--- config.mk ---
export PLATFORM = sky130hd
export DESIGN_NAME = keyword_substitution_cipher
export DESIGN_NICKNAME = d
export VERILOG_FILES = /design/src/rtl/kwc_pkg.sv /design/src/rtl/kwc_builder.sv /design/src/rtl/kwc_datapath.sv /design/src/rtl/keyword_substitution_cipher.sv
export SDC_FILE = /design/constraint.sdc
export NUM_CORES = 1
export LEC_CHECK = 0
export ABC_CLOCK_PERIOD_IN_PS = 11790
export BUFFER_PORTS_ARGS = -buffer_cell sky130_fd_sc_hd__buf_2
export CELL_PAD_IN_SITES_DETAIL_PLACEMENT = 1
export CELL_PAD_IN_SITES_GLOBAL_PLACEMENT = 2
export CORE_MARGIN = 5
export CORE_UTILIZATION = 25
export CTS_CLUSTER_DIAMETER = 50
export DETAILED_ROUTE_END_ITERATION = 10
export PLACE_DENSITY = 0.45
export SYNTH_ARGS = -nofsm -noshare
export SYNTH_HDL_FRONTEND = slang
export SYNTH_SLANG_ARGS = --single-unit
export TNS_END_PERCENT = 100
--- constraint.sdc ---
create_clock -name clk -period 11.79 [get_ports clk]
set_clock_uncertainty 0.1 [all_clocks]
set_input_delay 1.179 -clock clk [delete_from_list [all_inputs] [get_ports clk]]
set_output_delay 1.179 -clock clk [all_outputs]
set_load 0.1 [all_outputs]
--- src/rtl/kwc_pkg.sv ---
// Shared types, constants and helper functions for the keyword substitution cipher.
// Depends on nothing; every other file of the block but kwc_checker imports it.
`default_nettype none

package kwc_pkg;

	localparam int LETTER_COUNT = 26;
	localparam int KEY_BYTES_FIXED = 16;
	localparam logic [7:0] UPPER_A = 8'd65;
	localparam logic [7:0] LOWER_A = 8'd97;
	localparam logic [7:0] UPPER_END = 8'd91;
	localparam logic [7:0] LOWER_END = 8'd123;

	typedef logic [4:0] letter_t;
	typedef letter_t [LETTER_COUNT-1:0] table_t;

	typedef enum logic [1:0] {
		REG_KEY_LOW  = 2'd0,
		REG_KEY_HIGH = 2'd1,
		REG_KEY_LEN  = 2'd2,
		REG_DECODE   = 2'd3
	} reg_index_t;

	typedef enum logic [1:0] {
		BLD_KEY,
		BLD_FILL,
		BLD_DONE
	} bld_state_t;

	typedef struct packed {
		logic is_letter;
		letter_t idx;
	} letter_info_t;

	typedef struct packed {
		logic restart;
		logic [8*KEY_BYTES_FIXED-1:0] bytes;
		logic [4:0] length;
	} kw_cfg_t;

	function automatic letter_info_t letter_index(input logic [7:0] b);
		letter_info_t r;
		logic [7:0] d;
		r.is_letter = 1'b0;
		r.idx = '0;
		d = '0;
		if (b >= UPPER_A && b < UPPER_END) begin
			d = b - UPPER_A;
			r.is_letter = 1'b1;
			r.idx = d[4:0];
		end else if (b >= LOWER_A && b < LOWER_END) begin
			d = b - LOWER_A;
			r.is_letter = 1'b1;
			r.idx = d[4:0];
		end
		return r;
	endfunction

endpackage

`default_nettype wire

--- src/rtl/kwc_builder.sv ---
// Table builder: walks the keyword, then the alphabet, one step a cycle, and fills
// the substitution and inverse tables. Depends on kwc_pkg.
`default_nettype none

module kwc_builder
	import kwc_pkg::*;
#(
	parameter int KEYWORD_MAX_BYTES = 16
) (
	input  wire logic    clk,
	input  wire logic    arst_n,
	input  wire kw_cfg_t kw,
	output logic         ready,
	output table_t       sub_table,
	output table_t       inv_table
);

	bld_state_t state_q, state_nxt;
	logic [4:0] pos_q;
	letter_t fill_q;
	logic [LETTER_COUNT-1:0] used_q;
	table_t sub_q, inv_q;

	logic [4:0] len_sat;
	letter_info_t key_info;
	logic key_active, fill_active, place;
	letter_t wr_letter;

	assign len_sat = (kw.length > 5'(KEYWORD_MAX_BYTES)) ? 5'(KEYWORD_MAX_BYTES) : kw.length;
	assign key_info = letter_index(kw.bytes[{pos_q[3:0], 3'b000} +: 8]);

	always_comb begin
		state_nxt = state_q;
		case (state_q)
			BLD_KEY: begin
				if (pos_q >= len_sat)
					state_nxt = BLD_FILL;
			end
			BLD_FILL: begin
				if (pos_q == 5'(LETTER_COUNT - 1))
					state_nxt = BLD_DONE;
			end
			BLD_DONE: state_nxt = BLD_DONE;
			default: state_nxt = BLD_KEY;
		endcase
		if (kw.restart)
			state_nxt = BLD_KEY;
	end

	always_comb begin
		key_active = 1'b0;
		fill_active = 1'b0;
		wr_letter = '0;
		ready = 1'b0;
		case (state_q)
			BLD_KEY: begin
				key_active = (pos_q < len_sat);
				wr_letter = key_info.idx;
			end
			BLD_FILL: begin
				fill_active = 1'b1;
				wr_letter = pos_q;
			end
			BLD_DONE: ready = 1'b1;
			default: ready = 1'b0;
		endcase
		place = ((key_active && key_info.is_letter) || fill_active) && !used_q[wr_letter];
	end

	always_ff @(posedge clk or negedge arst_n) begin
		if (!arst_n) begin
			state_q <= BLD_KEY;
			pos_q <= '0;
			fill_q <= '0;
			used_q <= '0;
		end else begin
			state_q <= state_nxt;
			if (kw.restart) begin
				pos_q <= '0;
				fill_q <= '0;
				used_q <= '0;
			end else begin
				if (state_q == BLD_KEY)
					pos_q <= key_active ? pos_q + 5'd1 : '0;
				else if (state_q == BLD_FILL)
					pos_q <= pos_q + 5'd1;
				if (place && !kw.restart) begin
					used_q[wr_letter] <= 1'b1;
					fill_q <= fill_q + 5'd1;
				end
			end
		end
	end

	always_ff @(posedge clk) begin
		if (place && !kw.restart) begin
			sub_q[fill_q] <= wr_letter;
			inv_q[wr_letter] <= fill_q;
		end
	end

	assign sub_table = sub_q;
	assign inv_table = inv_q;

endmodule

`default_nettype wire

--- src/rtl/kwc_datapath.sv ---
// Three-stage byte pipeline: letter detection, table lookup, output formation.
// Depends on kwc_pkg; the tables come from kwc_builder.
`default_nettype none

module kwc_datapath
	import kwc_pkg::*;
(
	input  wire logic       clk,
	input  wire logic       arst_n,
	input  wire logic       take,
	input  wire logic [7:0] byte_in,
	input  wire logic       decode,
	input  wire table_t     sub_table,
	input  wire table_t     inv_table,
	input  wire logic       dst_stall,
	output logic            en_s1,
	output logic            dst_valid,
	output logic [7:0]      symbol_out
);

	logic v_s1, v_s2, v_s3;
	logic [7:0] byte_s1, byte_s2, sym_s3;
	letter_info_t info_s1;
	logic letter_s2;
	letter_t code_s2;
	logic en_s2, en_s3;
	letter_info_t info_in;
	letter_t code_nxt;
	logic [7:0] sym_nxt;

	assign en_s3 = !v_s3 || !dst_stall;
	assign en_s2 = !v_s2 || en_s3;
	assign en_s1 = !v_s1 || en_s2;

	assign info_in = letter_index(byte_in);
	assign code_nxt = decode ? inv_table[info_s1.idx] : sub_table[info_s1.idx];
	assign sym_nxt = letter_s2 ? (UPPER_A + {3'b000, code_s2}) : byte_s2;

	always_ff @(posedge clk or negedge arst_n) begin
		if (!arst_n) begin
			v_s1 <= 1'b0;
			v_s2 <= 1'b0;
			v_s3 <= 1'b0;
		end else begin
			if (en_s1)
				v_s1 <= take;
			if (en_s2)
				v_s2 <= v_s1;
			if (en_s3)
				v_s3 <= v_s2;
		end
	end

	always_ff @(posedge clk) begin
		if (en_s1 && take) begin
			byte_s1 <= byte_in;
			info_s1 <= info_in;
		end
		if (en_s2 && v_s1) begin
			byte_s2 <= byte_s1;
			letter_s2 <= info_s1.is_letter;
			code_s2 <= code_nxt;
		end
		if (en_s3 && v_s2)
			sym_s3 <= sym_nxt;
	end

	assign dst_valid = v_s3;
	assign symbol_out = sym_s3;

endmodule

`default_nettype wire

--- src/rtl/keyword_substitution_cipher.sv ---
// Top level of the keyword substitution cipher: configuration registers, table
// builder and byte pipeline. Depends on kwc_pkg, kwc_builder and kwc_datapath.
//
//   Channel  Handshake             Payload
//   source   src_valid/src_stall   symbol_in[7:0]
//   sink     dst_valid/dst_stall   symbol_out[7:0]
//   config   cfg_we                cfg_index[1:0], cfg_data[63:0]
//
// One byte per cycle is accepted while src_stall is low; an accepted byte passes the s1,
// s2 and s3 registers, and dst_valid rises once it reaches s3.
// After reset and after every configuration write the builder walks the keyword and
// then the alphabet; src_stall is high meanwhile. A stall on the sink freezes, in the
// same cycle, every full stage from the last back to the first empty one; src_stall
// follows combinationally once all three stages hold data, and an empty stage lets
// the stages before it advance into it.
`default_nettype none

module keyword_substitution_cipher
	import kwc_pkg::*;
#(
	parameter int KEYWORD_MAX_BYTES = 16
) (
	input  wire logic        clk,
	input  wire logic        arst_n,
	input  wire logic        src_valid,
	output logic             src_stall,
	input  wire logic [7:0]  symbol_in,
	output logic             dst_valid,
	input  wire logic        dst_stall,
	output logic [7:0]       symbol_out,
	input  wire logic        cfg_we,
	input  wire logic [1:0]  cfg_index,
	input  wire logic [63:0] cfg_data
);

	logic [63:0] key_low_q, key_high_q;
	logic [4:0] key_len_q;
	logic decode_q;
	kw_cfg_t kw;
	logic ready, en_s1;
	table_t sub_table, inv_table;

	always_ff @(posedge clk or negedge arst_n) begin
		if (!arst_n) begin
			key_low_q <= '0;
			key_high_q <= '0;
			key_len_q <= '0;
			decode_q <= 1'b0;
		end else if (cfg_we) begin
			case (reg_index_t'(cfg_index))
				REG_KEY_LOW:  key_low_q <= cfg_data;
				REG_KEY_HIGH: key_high_q <= cfg_data;
				REG_KEY_LEN:  key_len_q <= cfg_data[4:0];
				REG_DECODE:   decode_q <= cfg_data[0];
				default:      decode_q <= decode_q;
			endcase
		end
	end

	assign kw.restart = cfg_we;
	assign kw.bytes = {key_high_q, key_low_q};
	assign kw.length = key_len_q;

	kwc_builder #(
		.KEYWORD_MAX_BYTES(KEYWORD_MAX_BYTES)
	) u_builder (
		.clk      (clk),
		.arst_n   (arst_n),
		.kw       (kw),
		.ready    (ready),
		.sub_table(sub_table),
		.inv_table(inv_table)
	);

	assign src_stall = !ready || !en_s1;

	kwc_datapath u_datapath (
		.clk       (clk),
		.arst_n    (arst_n),
		.take      (src_valid && !src_stall),
		.byte_in   (symbol_in),
		.decode    (decode_q),
		.sub_table (sub_table),
		.inv_table (inv_table),
		.dst_stall (dst_stall),
		.en_s1     (en_s1),
		.dst_valid (dst_valid),
		.symbol_out(symbol_out)
	);

endmodule

`default_nettype wire

==> flow_summary.json, run 1 <==
{
  "gr-total-overflow": 0,
  "yosysSeqAreaShare": 0.661,
  "syn_avg_cell_area_um2": 16.7,
  "gp_congestion": 0.698,
  "max-vdd-ir-drop_uv": 95.7,
  "layout_min_cycle_time_ns": 6.44,
  "synth_top_area_share": 0.456,
  "ys_warn_count": 0,
  "dp_slack_ns": 5.17,
  "critPathRequiredTime_ns": 11.92,
  "cts_sinks": 455,
  "h-tree-depth": 3,
  "drive_gt1_frac": 0.346,
  "clk_pin_slew_ns": 0.05,
  "clk_latency_ns": 0.60,
  "drtIter0Drc": 376,
  "outcome": "complete, no violations",
  "hold_path_class": "reg2reg",
  "die_h_um": 289,
  "synth_most_common_cell": "edfxtp_1",
  "fin_setup_tns_ns": 0,
  "rsz0062_at_grt": "false",
  "crit_arrival_ns": 6.57,
  "synth_flop_cell": "edfxtp_1",
  "grt_usage": 0.123,
  "cp_max_fo": 38,
  "dieArea_um2": 83600,
  "mappedNetlistArea_um2": 19500,
  "synth.distinct_cells": 70,
  "cts_buffers": 71,
  "routed-via-count": 10600,
  "cts_tree": "yes",
  "synth_common_cells": "edfxtp_1 (296), dfrtp_1 (159), mux2_2 (121), mux4_2 (92), nor2_1 (53)",
  "clock_path_buffers": 3,
  "synth.ff_latch_count": 455,
  "cp_slowest_stage_delay_ns": 0.62,
  "critPathLaunchType": "flop",
  "relSlewSlack": 0.250,
  "cts_resized": 0,
  "drc": 0,
  "stdcell_count": 2372,
  "root_buffer": "clkbuf_16",
  "fin_crit_sh": 0.546,
  "antenna_found_initial": 2,
  "boundaryPins": 89,
  "async_reset_ff_frac": 0.349,
  "grt_pass1_wl_mm": 77.5,
  "routed_via_density": 4.46,
  "dp_cells": 2243,
  "initial_core_util": 0.252,
  "hold_viol_final": 0,
  "max_slew.worst_pin.slew_ns": 1.12,
  "finalMaxSlewViolations": 0,
  "path_cells": "buf_4, mux4_2, mux4_2, inv_1, ha_1, nand4b_1, a211oi_2, or3_1, o21a_1, clkinv_4, nor2b_1, a22oi_2, a21oi_2, and4_4, nand2_1, nor2_1",
  "cp_common_cell": "mux4_2",
  "drv_cap": 0,
  "synth_area_leaders": "edfxtp_1 (46%), dfrtp_1 (20%), mux4_2 (11%), mux2_2 (7.0%), mux2i_1 (1.8%)",
  "fin_area_um2": 23500,
  "nNetsFinal": 1377,
  "cpLargestDelayFamily": "simple AND/OR/NAND/NOR gates",
  "core_um2": 77300,
  "syn_inst": 1164,
  "cts_setup_buffers": 0,
  "power_density_nw_per_um2": 220,
  "setup_viol": 0,
  "grt_max_degree": 94,
  "synth_edf_count": 296,
  "synth_fp_nets": 1265,
  "cp_num_buf_inv": 3,
  "final_util": 0.304,
  "numPortBuffers": 80,
  "cpMaxStageDelayCell": "nor2_1",
  "holdBufCountCts": 0,
  "rows": 102,
  "routedWlPerCell_um": 21.4,
  "power.leakage_nw": 8.71,
  "die_w_um": 289,
  "grt_pass1_vias": 11800,
  "fin_ws_ns": 5.35,
  "crit_path_end_kind": "flop",
  "finalWirelength_mm": 50.8,
  "synth_top_cell_by_area": "edfxtp_1",
  "ant_nets": 0,
  "area_growth_pct": 20.8,
  "path_class": "reg2reg",
  "dp_hpwl_mm": 33.3,
  "clock.fmax_ghz": 0.155,
  "drt-pass1-iter-count": 4,
  "place_area_um2": 21100
}
[kinds of logic after synthesis]
logic type,after synthesis,synth area share
mux,250,0.196
fa+ha+maj,22,0.0141
simple gates,218,0.0589
flops,455,0.661
compound gates,116,0.0432
buf+inv,91,0.0214
xor+xnor,12,0.00540
[cells in the final DEF, fill, tap and decap left out, types with 5 or more instances in the layout]
master and instances:
nand2b_1 8, and3_1 31, nor2_1 53, mux2i_1 35, bufinv_16 9, clkbuf_1 9, dfrtp_1 159, o311ai_0 5
buf_2 79, nor2b_1 17, inv_1 23, nand2_1 52, clkinv_2 7, mux2_2 121, o21ai_0 10, o2bb2ai_1 16
o211ai_1 12, clkinv_1 7, mux4_2 92, edfxtp_1 296, a21o_1 12, clkbuf_16 72, o22ai_1 6, inv_6 7
buf_4 21, xnor2_1 6, nand4_1 5, a21oi_1 24, xor2_1 6, ha_1 22, nand3_1 12
[power breakdown]
group / internal [mW] / total [mW] / switching, mW
sequential: 1.92 / 2.01 / 0.0835
combinational: 0.360 / 1.02 / 0.656
clock: 1.36 / 2.15 / 0.790
[final cells by class]
class                      count  area (um^2)
antenna                        1         2.50
tap                         1040         1300
fill                        8125        53800
clock buffer                  84         1880
inverter                      29          114
sequential                   455        12900
clock inverter                44          573
multi-input combinational    618         6220
timing repair buffer         101          564
[worst reg2reg max path: stages (launching register included)]
cell	delay, ns
dfrtp_1	0.32
buf_4	0.39
mux4_2	0.59
mux4_2	0.59
inv_1	0.12
ha_1	0.23
nand4b_1	0.23
a211oi_2	0.44
or3_1	0.33
o21a_1	0.50
clkinv_4	0.37
nor2b_1	0.22
a22oi_2	0.10
a21oi_2	0.23
and4_4	0.57
nand2_1	0.14
nor2_1	0.62
[per-layer routing]
layer	wire, um	track usage	vias up	part of all wire
li1	-	-	4782	-
met1	23000	0.165	5559	0.45
met2	24700	0.203	154	0.49
met3	1670	0.0242	87	0.033
met4	1370	0.0396	2	0.027
met5	13	0	-	0.00026
[flip-flops by register name (all words and copies together), names as in the netlist, 6 cells and up]
name and count:
key_high_q 56, key_low_q 56, u_builder.inv_table 130, u_builder.sub_table 130, u_builder.used_q 26, u_datapath.byte_s1 8
u_datapath.byte_s2 8, u_datapath.info_s1 6, u_datapath.symbol_out 8
[metrics by stage]
stage	power, mW	hold slack, ns
floorplan	2.72	0.300
global placement	3.07	0.311
detailed placement	3.09	0.306
CTS	5.28	0.310
global route	5.43	0.320
finish	5.17	0.313
[path summary, 6_finish.rpt]
| path | start | end | cells past startpoint | slack [ns] |
|---|---|---|---|---|
| worst min register to register | u_datapath.byte_s1[1]$_DFFE_PP_ | u_datapath.byte_s2[1]$_DFFE_PP_ | 0 | 0.31 |
| min in group asynchronous | arst_n | key_low_q[41]$_DFFE_PN0P_ | 1 | 0.57 |
| worst max-delay path | u_builder.pos_q[0]$_DFFE_PN0P_ | u_builder.inv_table[50]$_DFFE_PP_ | 16 | 5.35 |
| worst min-delay path | u_datapath.byte_s1[1]$_DFFE_PP_ | u_datapath.byte_s2[1]$_DFFE_PP_ | 0 | 0.31 |
| worst max register to register | u_builder.pos_q[0]$_DFFE_PN0P_ | u_builder.inv_table[50]$_DFFE_PP_ | 16 | 5.35 |
| max in group asynchronous | arst_n | u_builder.fill_q[3]$_DFFE_PN0P_ | 2 | 9.55 |
No activity file was read; power rests on OpenSTA's default activity.
==> run 2, diff against run 1 <==
--- a/config.mk
+++ b/config.mk
@@ -5,7 +5,7 @@
 export SDC_FILE = /design/constraint.sdc
 export NUM_CORES = 1
 export LEC_CHECK = 0
-export ABC_CLOCK_PERIOD_IN_PS = 11790
+export ABC_CLOCK_PERIOD_IN_PS = 6420
 export BUFFER_PORTS_ARGS = -buffer_cell sky130_fd_sc_hd__buf_2
 export CELL_PAD_IN_SITES_DETAIL_PLACEMENT = 1
 export CELL_PAD_IN_SITES_GLOBAL_PLACEMENT = 2
==> constraint.sdc (replaced) <==
create_clock -name clk -period 6.42 [get_ports clk]
set_clock_uncertainty 0.1 [all_clocks]
set_input_delay 0.642 -clock clk [delete_from_list [all_inputs] [get_ports clk]]
set_output_delay 0.642 -clock clk [all_outputs]
set_load 0.1 [all_outputs]
==> run 2 against run 1 <==
Against the previous run: non-clock buffer count is 25 higher; sequential cell count stayed put; global-route usage is 0.12 points higher; via count is 0.97% higher; worst setup slack worse by 4.7 ns; maximum frequency is 11% higher; wire length is 0.97% higher; die area stayed put; critical path type unchanged; critical endpoint is now u_builder.sub_table[43]$_DFFE_PP_.
==> flow_summary.json, run 2 (same netlist as run 1, synthesis figures left out) <==
{
  "cts_buffers": 71,
  "clk_pin_slew_ns": 0.05,
  "routed-via-count": 10700,
  "grt_usage": 0.125,
  "drive_gt1_frac": 0.359,
  "seqPwrFrac": 0.388,
  "cts_tree": "yes",
  "hold_viol_final": 0,
  "drv_cap": 0,
  "cts_resized": 0,
  "p_comb_frac": 0.202,
  "routed_via_density": 4.45,
  "rsz0062_at_grt": "false",
  "finalMaxSlewViolations": 0,
  "swShare": 0.299,
  "die_h_um": 289,
  "critPathLaunchType": "flop",
  "layout_min_cycle_time_ns": 5.78,
  "final_util": 0.306,
  "ant_nets": 0,
  "die_w_um": 289,
  "cpMaxStageDelayCell": "dfrtp_1",
  "path_class": "reg2reg",
  "clkPwrFrac": 0.410,
  "mostFrequentLayoutCell": "edfxtp_1",
  "crit_arrival_ns": 5.94,
  "fin_crit_sh": 0.900,
  "max-vdd-ir-drop_uv": 164,
  "clock.fmax_ghz": 0.173,
  "h-tree-depth": 3,
  "core_um2": 77300,
  "drt-pass1-iter-count": 5,
  "cts_setup_buffers": 0,
  "numPortBuffers": 80,
  "boundaryPins": 89,
  "power_mw": 9.52,
  "gp_congestion": 0.699,
  "root_buffer": "clkbuf_16",
  "mostFrequentLayoutCells": "edfxtp_1 (296), dfrtp_1 (159), mux2_2 (121)",
  "outcome": "complete, no violations",
  "dp_hpwl_mm": 34.0,
  "power_density_nw_per_um2": 402,
  "grt_max_degree": 97,
  "grt_pass1_wl_mm": 78.4,
  "max_slew.worst_pin.slew_ns": 1.09,
  "power.leakage_nw": 8.85,
  "antenna_found_initial": 1,
  "relSlewSlack": 0.274,
  "setup_viol": 0,
  "clock_path_buffers": 3,
  "hold_slack_ns": 0.0620,
  "rows": 102,
  "area_growth_pct": 21.6,
  "holdBufCountCts": 0,
  "fin_setup_tns_ns": 0,
  "crit_path_end_kind": "flop",
  "drc": 0,
  "cp_max_fo": 27,
  "grt_pass1_vias": 11900,
  "path_cells": "buf_4, mux4_2, o22ai_1, nor2_1, inv_1, ha_1, nand4b_1, a211oi_2, or3_1, o21a_1, clkinv_4, nor2b_1, a22oi_2, a21oi_2, and4_4, buf_4, and3_1",
  "clk_latency_ns": 0.61,
  "rr_worst_depth": 17,
  "finalWirelength_mm": 51.3,
  "cp_common_cell": "buf_4",
  "critPathRequiredTime_ns": 6.58,
  "gr-total-overflow": 0,
  "hold_path_class": "in2async",
  "dieArea_um2": 83600,
  "cp_slowest_stage_delay_ns": 0.74,
  "nNetsFinal": 1402,
  "drtIter0Drc": 364,
  "cts_sinks": 455,
  "p_int_mw": 6.67,
  "p_switching_mw": 2.85,
  "routedWlPerCell_um": 21.4,
  "initial_core_util": 0.252
}
==> run 2: cell count changes in the layout (fill, tap and decap cells not counted), sizes merged <==
| cell | before | now |
|---|---|---|
| buf | 101 | 126 |
| bufinv | 9 | 6 |
| clkbuf | 84 | 87 |
| clkinv | 22 | 25 |
| inv | 38 | 37 |
| clkinvlp | 4 | 5 |
==> run 2: worst paths after layout <==
| kind | end | slack (ns) | from |
|---|---|---|---|
| min in group clk | u_datapath.byte_s1[5]$_DFFE_PP_ | 0.11 | symbol_in[5] |
| max in group asynchronous | key_low_q[52]$_DFFE_PN0P_ | 4.66 | arst_n |
| min | key_low_q[47]$_DFFE_PN0P_ | 0.06 | arst_n |
| max reg2reg | u_builder.sub_table[43]$_DFFE_PP_ | 0.64 | u_builder.pos_q[0]$_DFFE_PN0P_ |
| min reg2reg | u_datapath.letter_s2$_DFFE_PP_ | 0.32 | u_datapath.info_s1[5]$_SDFFCE_PP1P_ |
| max | u_builder.sub_table[43]$_DFFE_PP_ | 0.64 | u_builder.pos_q[0]$_DFFE_PN0P_ |
==> run 2: area by class of cell <==
cell class	instances	area, um^2
Inverter	29	114
Sequential cell	455	12900
Fill cell	8103	53600
Multi-Input combinational cell	618	6210
Timing Repair Buffer	126	777
Clock buffer	87	1940
Tap cell	1040	1300
Clock inverter	44	483
Antenna cell	1	2.50
==> run 2: routing by layer <==
layer / part of all wire / vias to the layer above / wire length, um / GRT usage
li1: - / 4837 / - / -
met1: 0.46 / 5639 / 23500 / 0.168
met2: 0.49 / 136 / 25100 / 0.205
met3: 0.030 / 75 / 1560 / 0.0262
met4: 0.022 / 0 / 1150 / 0.0346
met5: 0 / - / 0 / 0
==> run 2: worst max-delay path: cells and delay by family, from the launching register on <==
kind / cells / cell delay, ns
adder cells (fa/ha/maj): 1 / 0.21
buffers and inverters: 4 / 0.90
multiplexers: 1 / 0.53
AND/OR/NAND/NOR: 6 / 1.63
flip-flops: 1 / 0.74
AO/OA/AOI/OAI: 5 / 1.30
==> run 2: power groups by stage <==
stage / logic, mW / registers [mW] / clock network [mW]
6_report: 1.92 / 3.69 / 3.90
5_1_grt: 2.12 / 3.73 / 4.17
4_1_cts: 1.99 / 3.70 / 4.04
3_5_place_dp: 1.98 / 3.76 / 0
3_3_place_gp: 1.97 / 3.75 / 0
2_1_floorplan: 1.26 / 3.73 / 0
==> run 2: metrics by stage <==
step	instance area [um^2]	cells	worst slack, ns
after floorplan	19500	1164	1.10
after global placement	21300	2268	0.571
after detailed placement	21300	2268	0.560
after CTS	23700	2399	0.542
after global routing	23700	2399	0.208
final	23700	2400	0.641
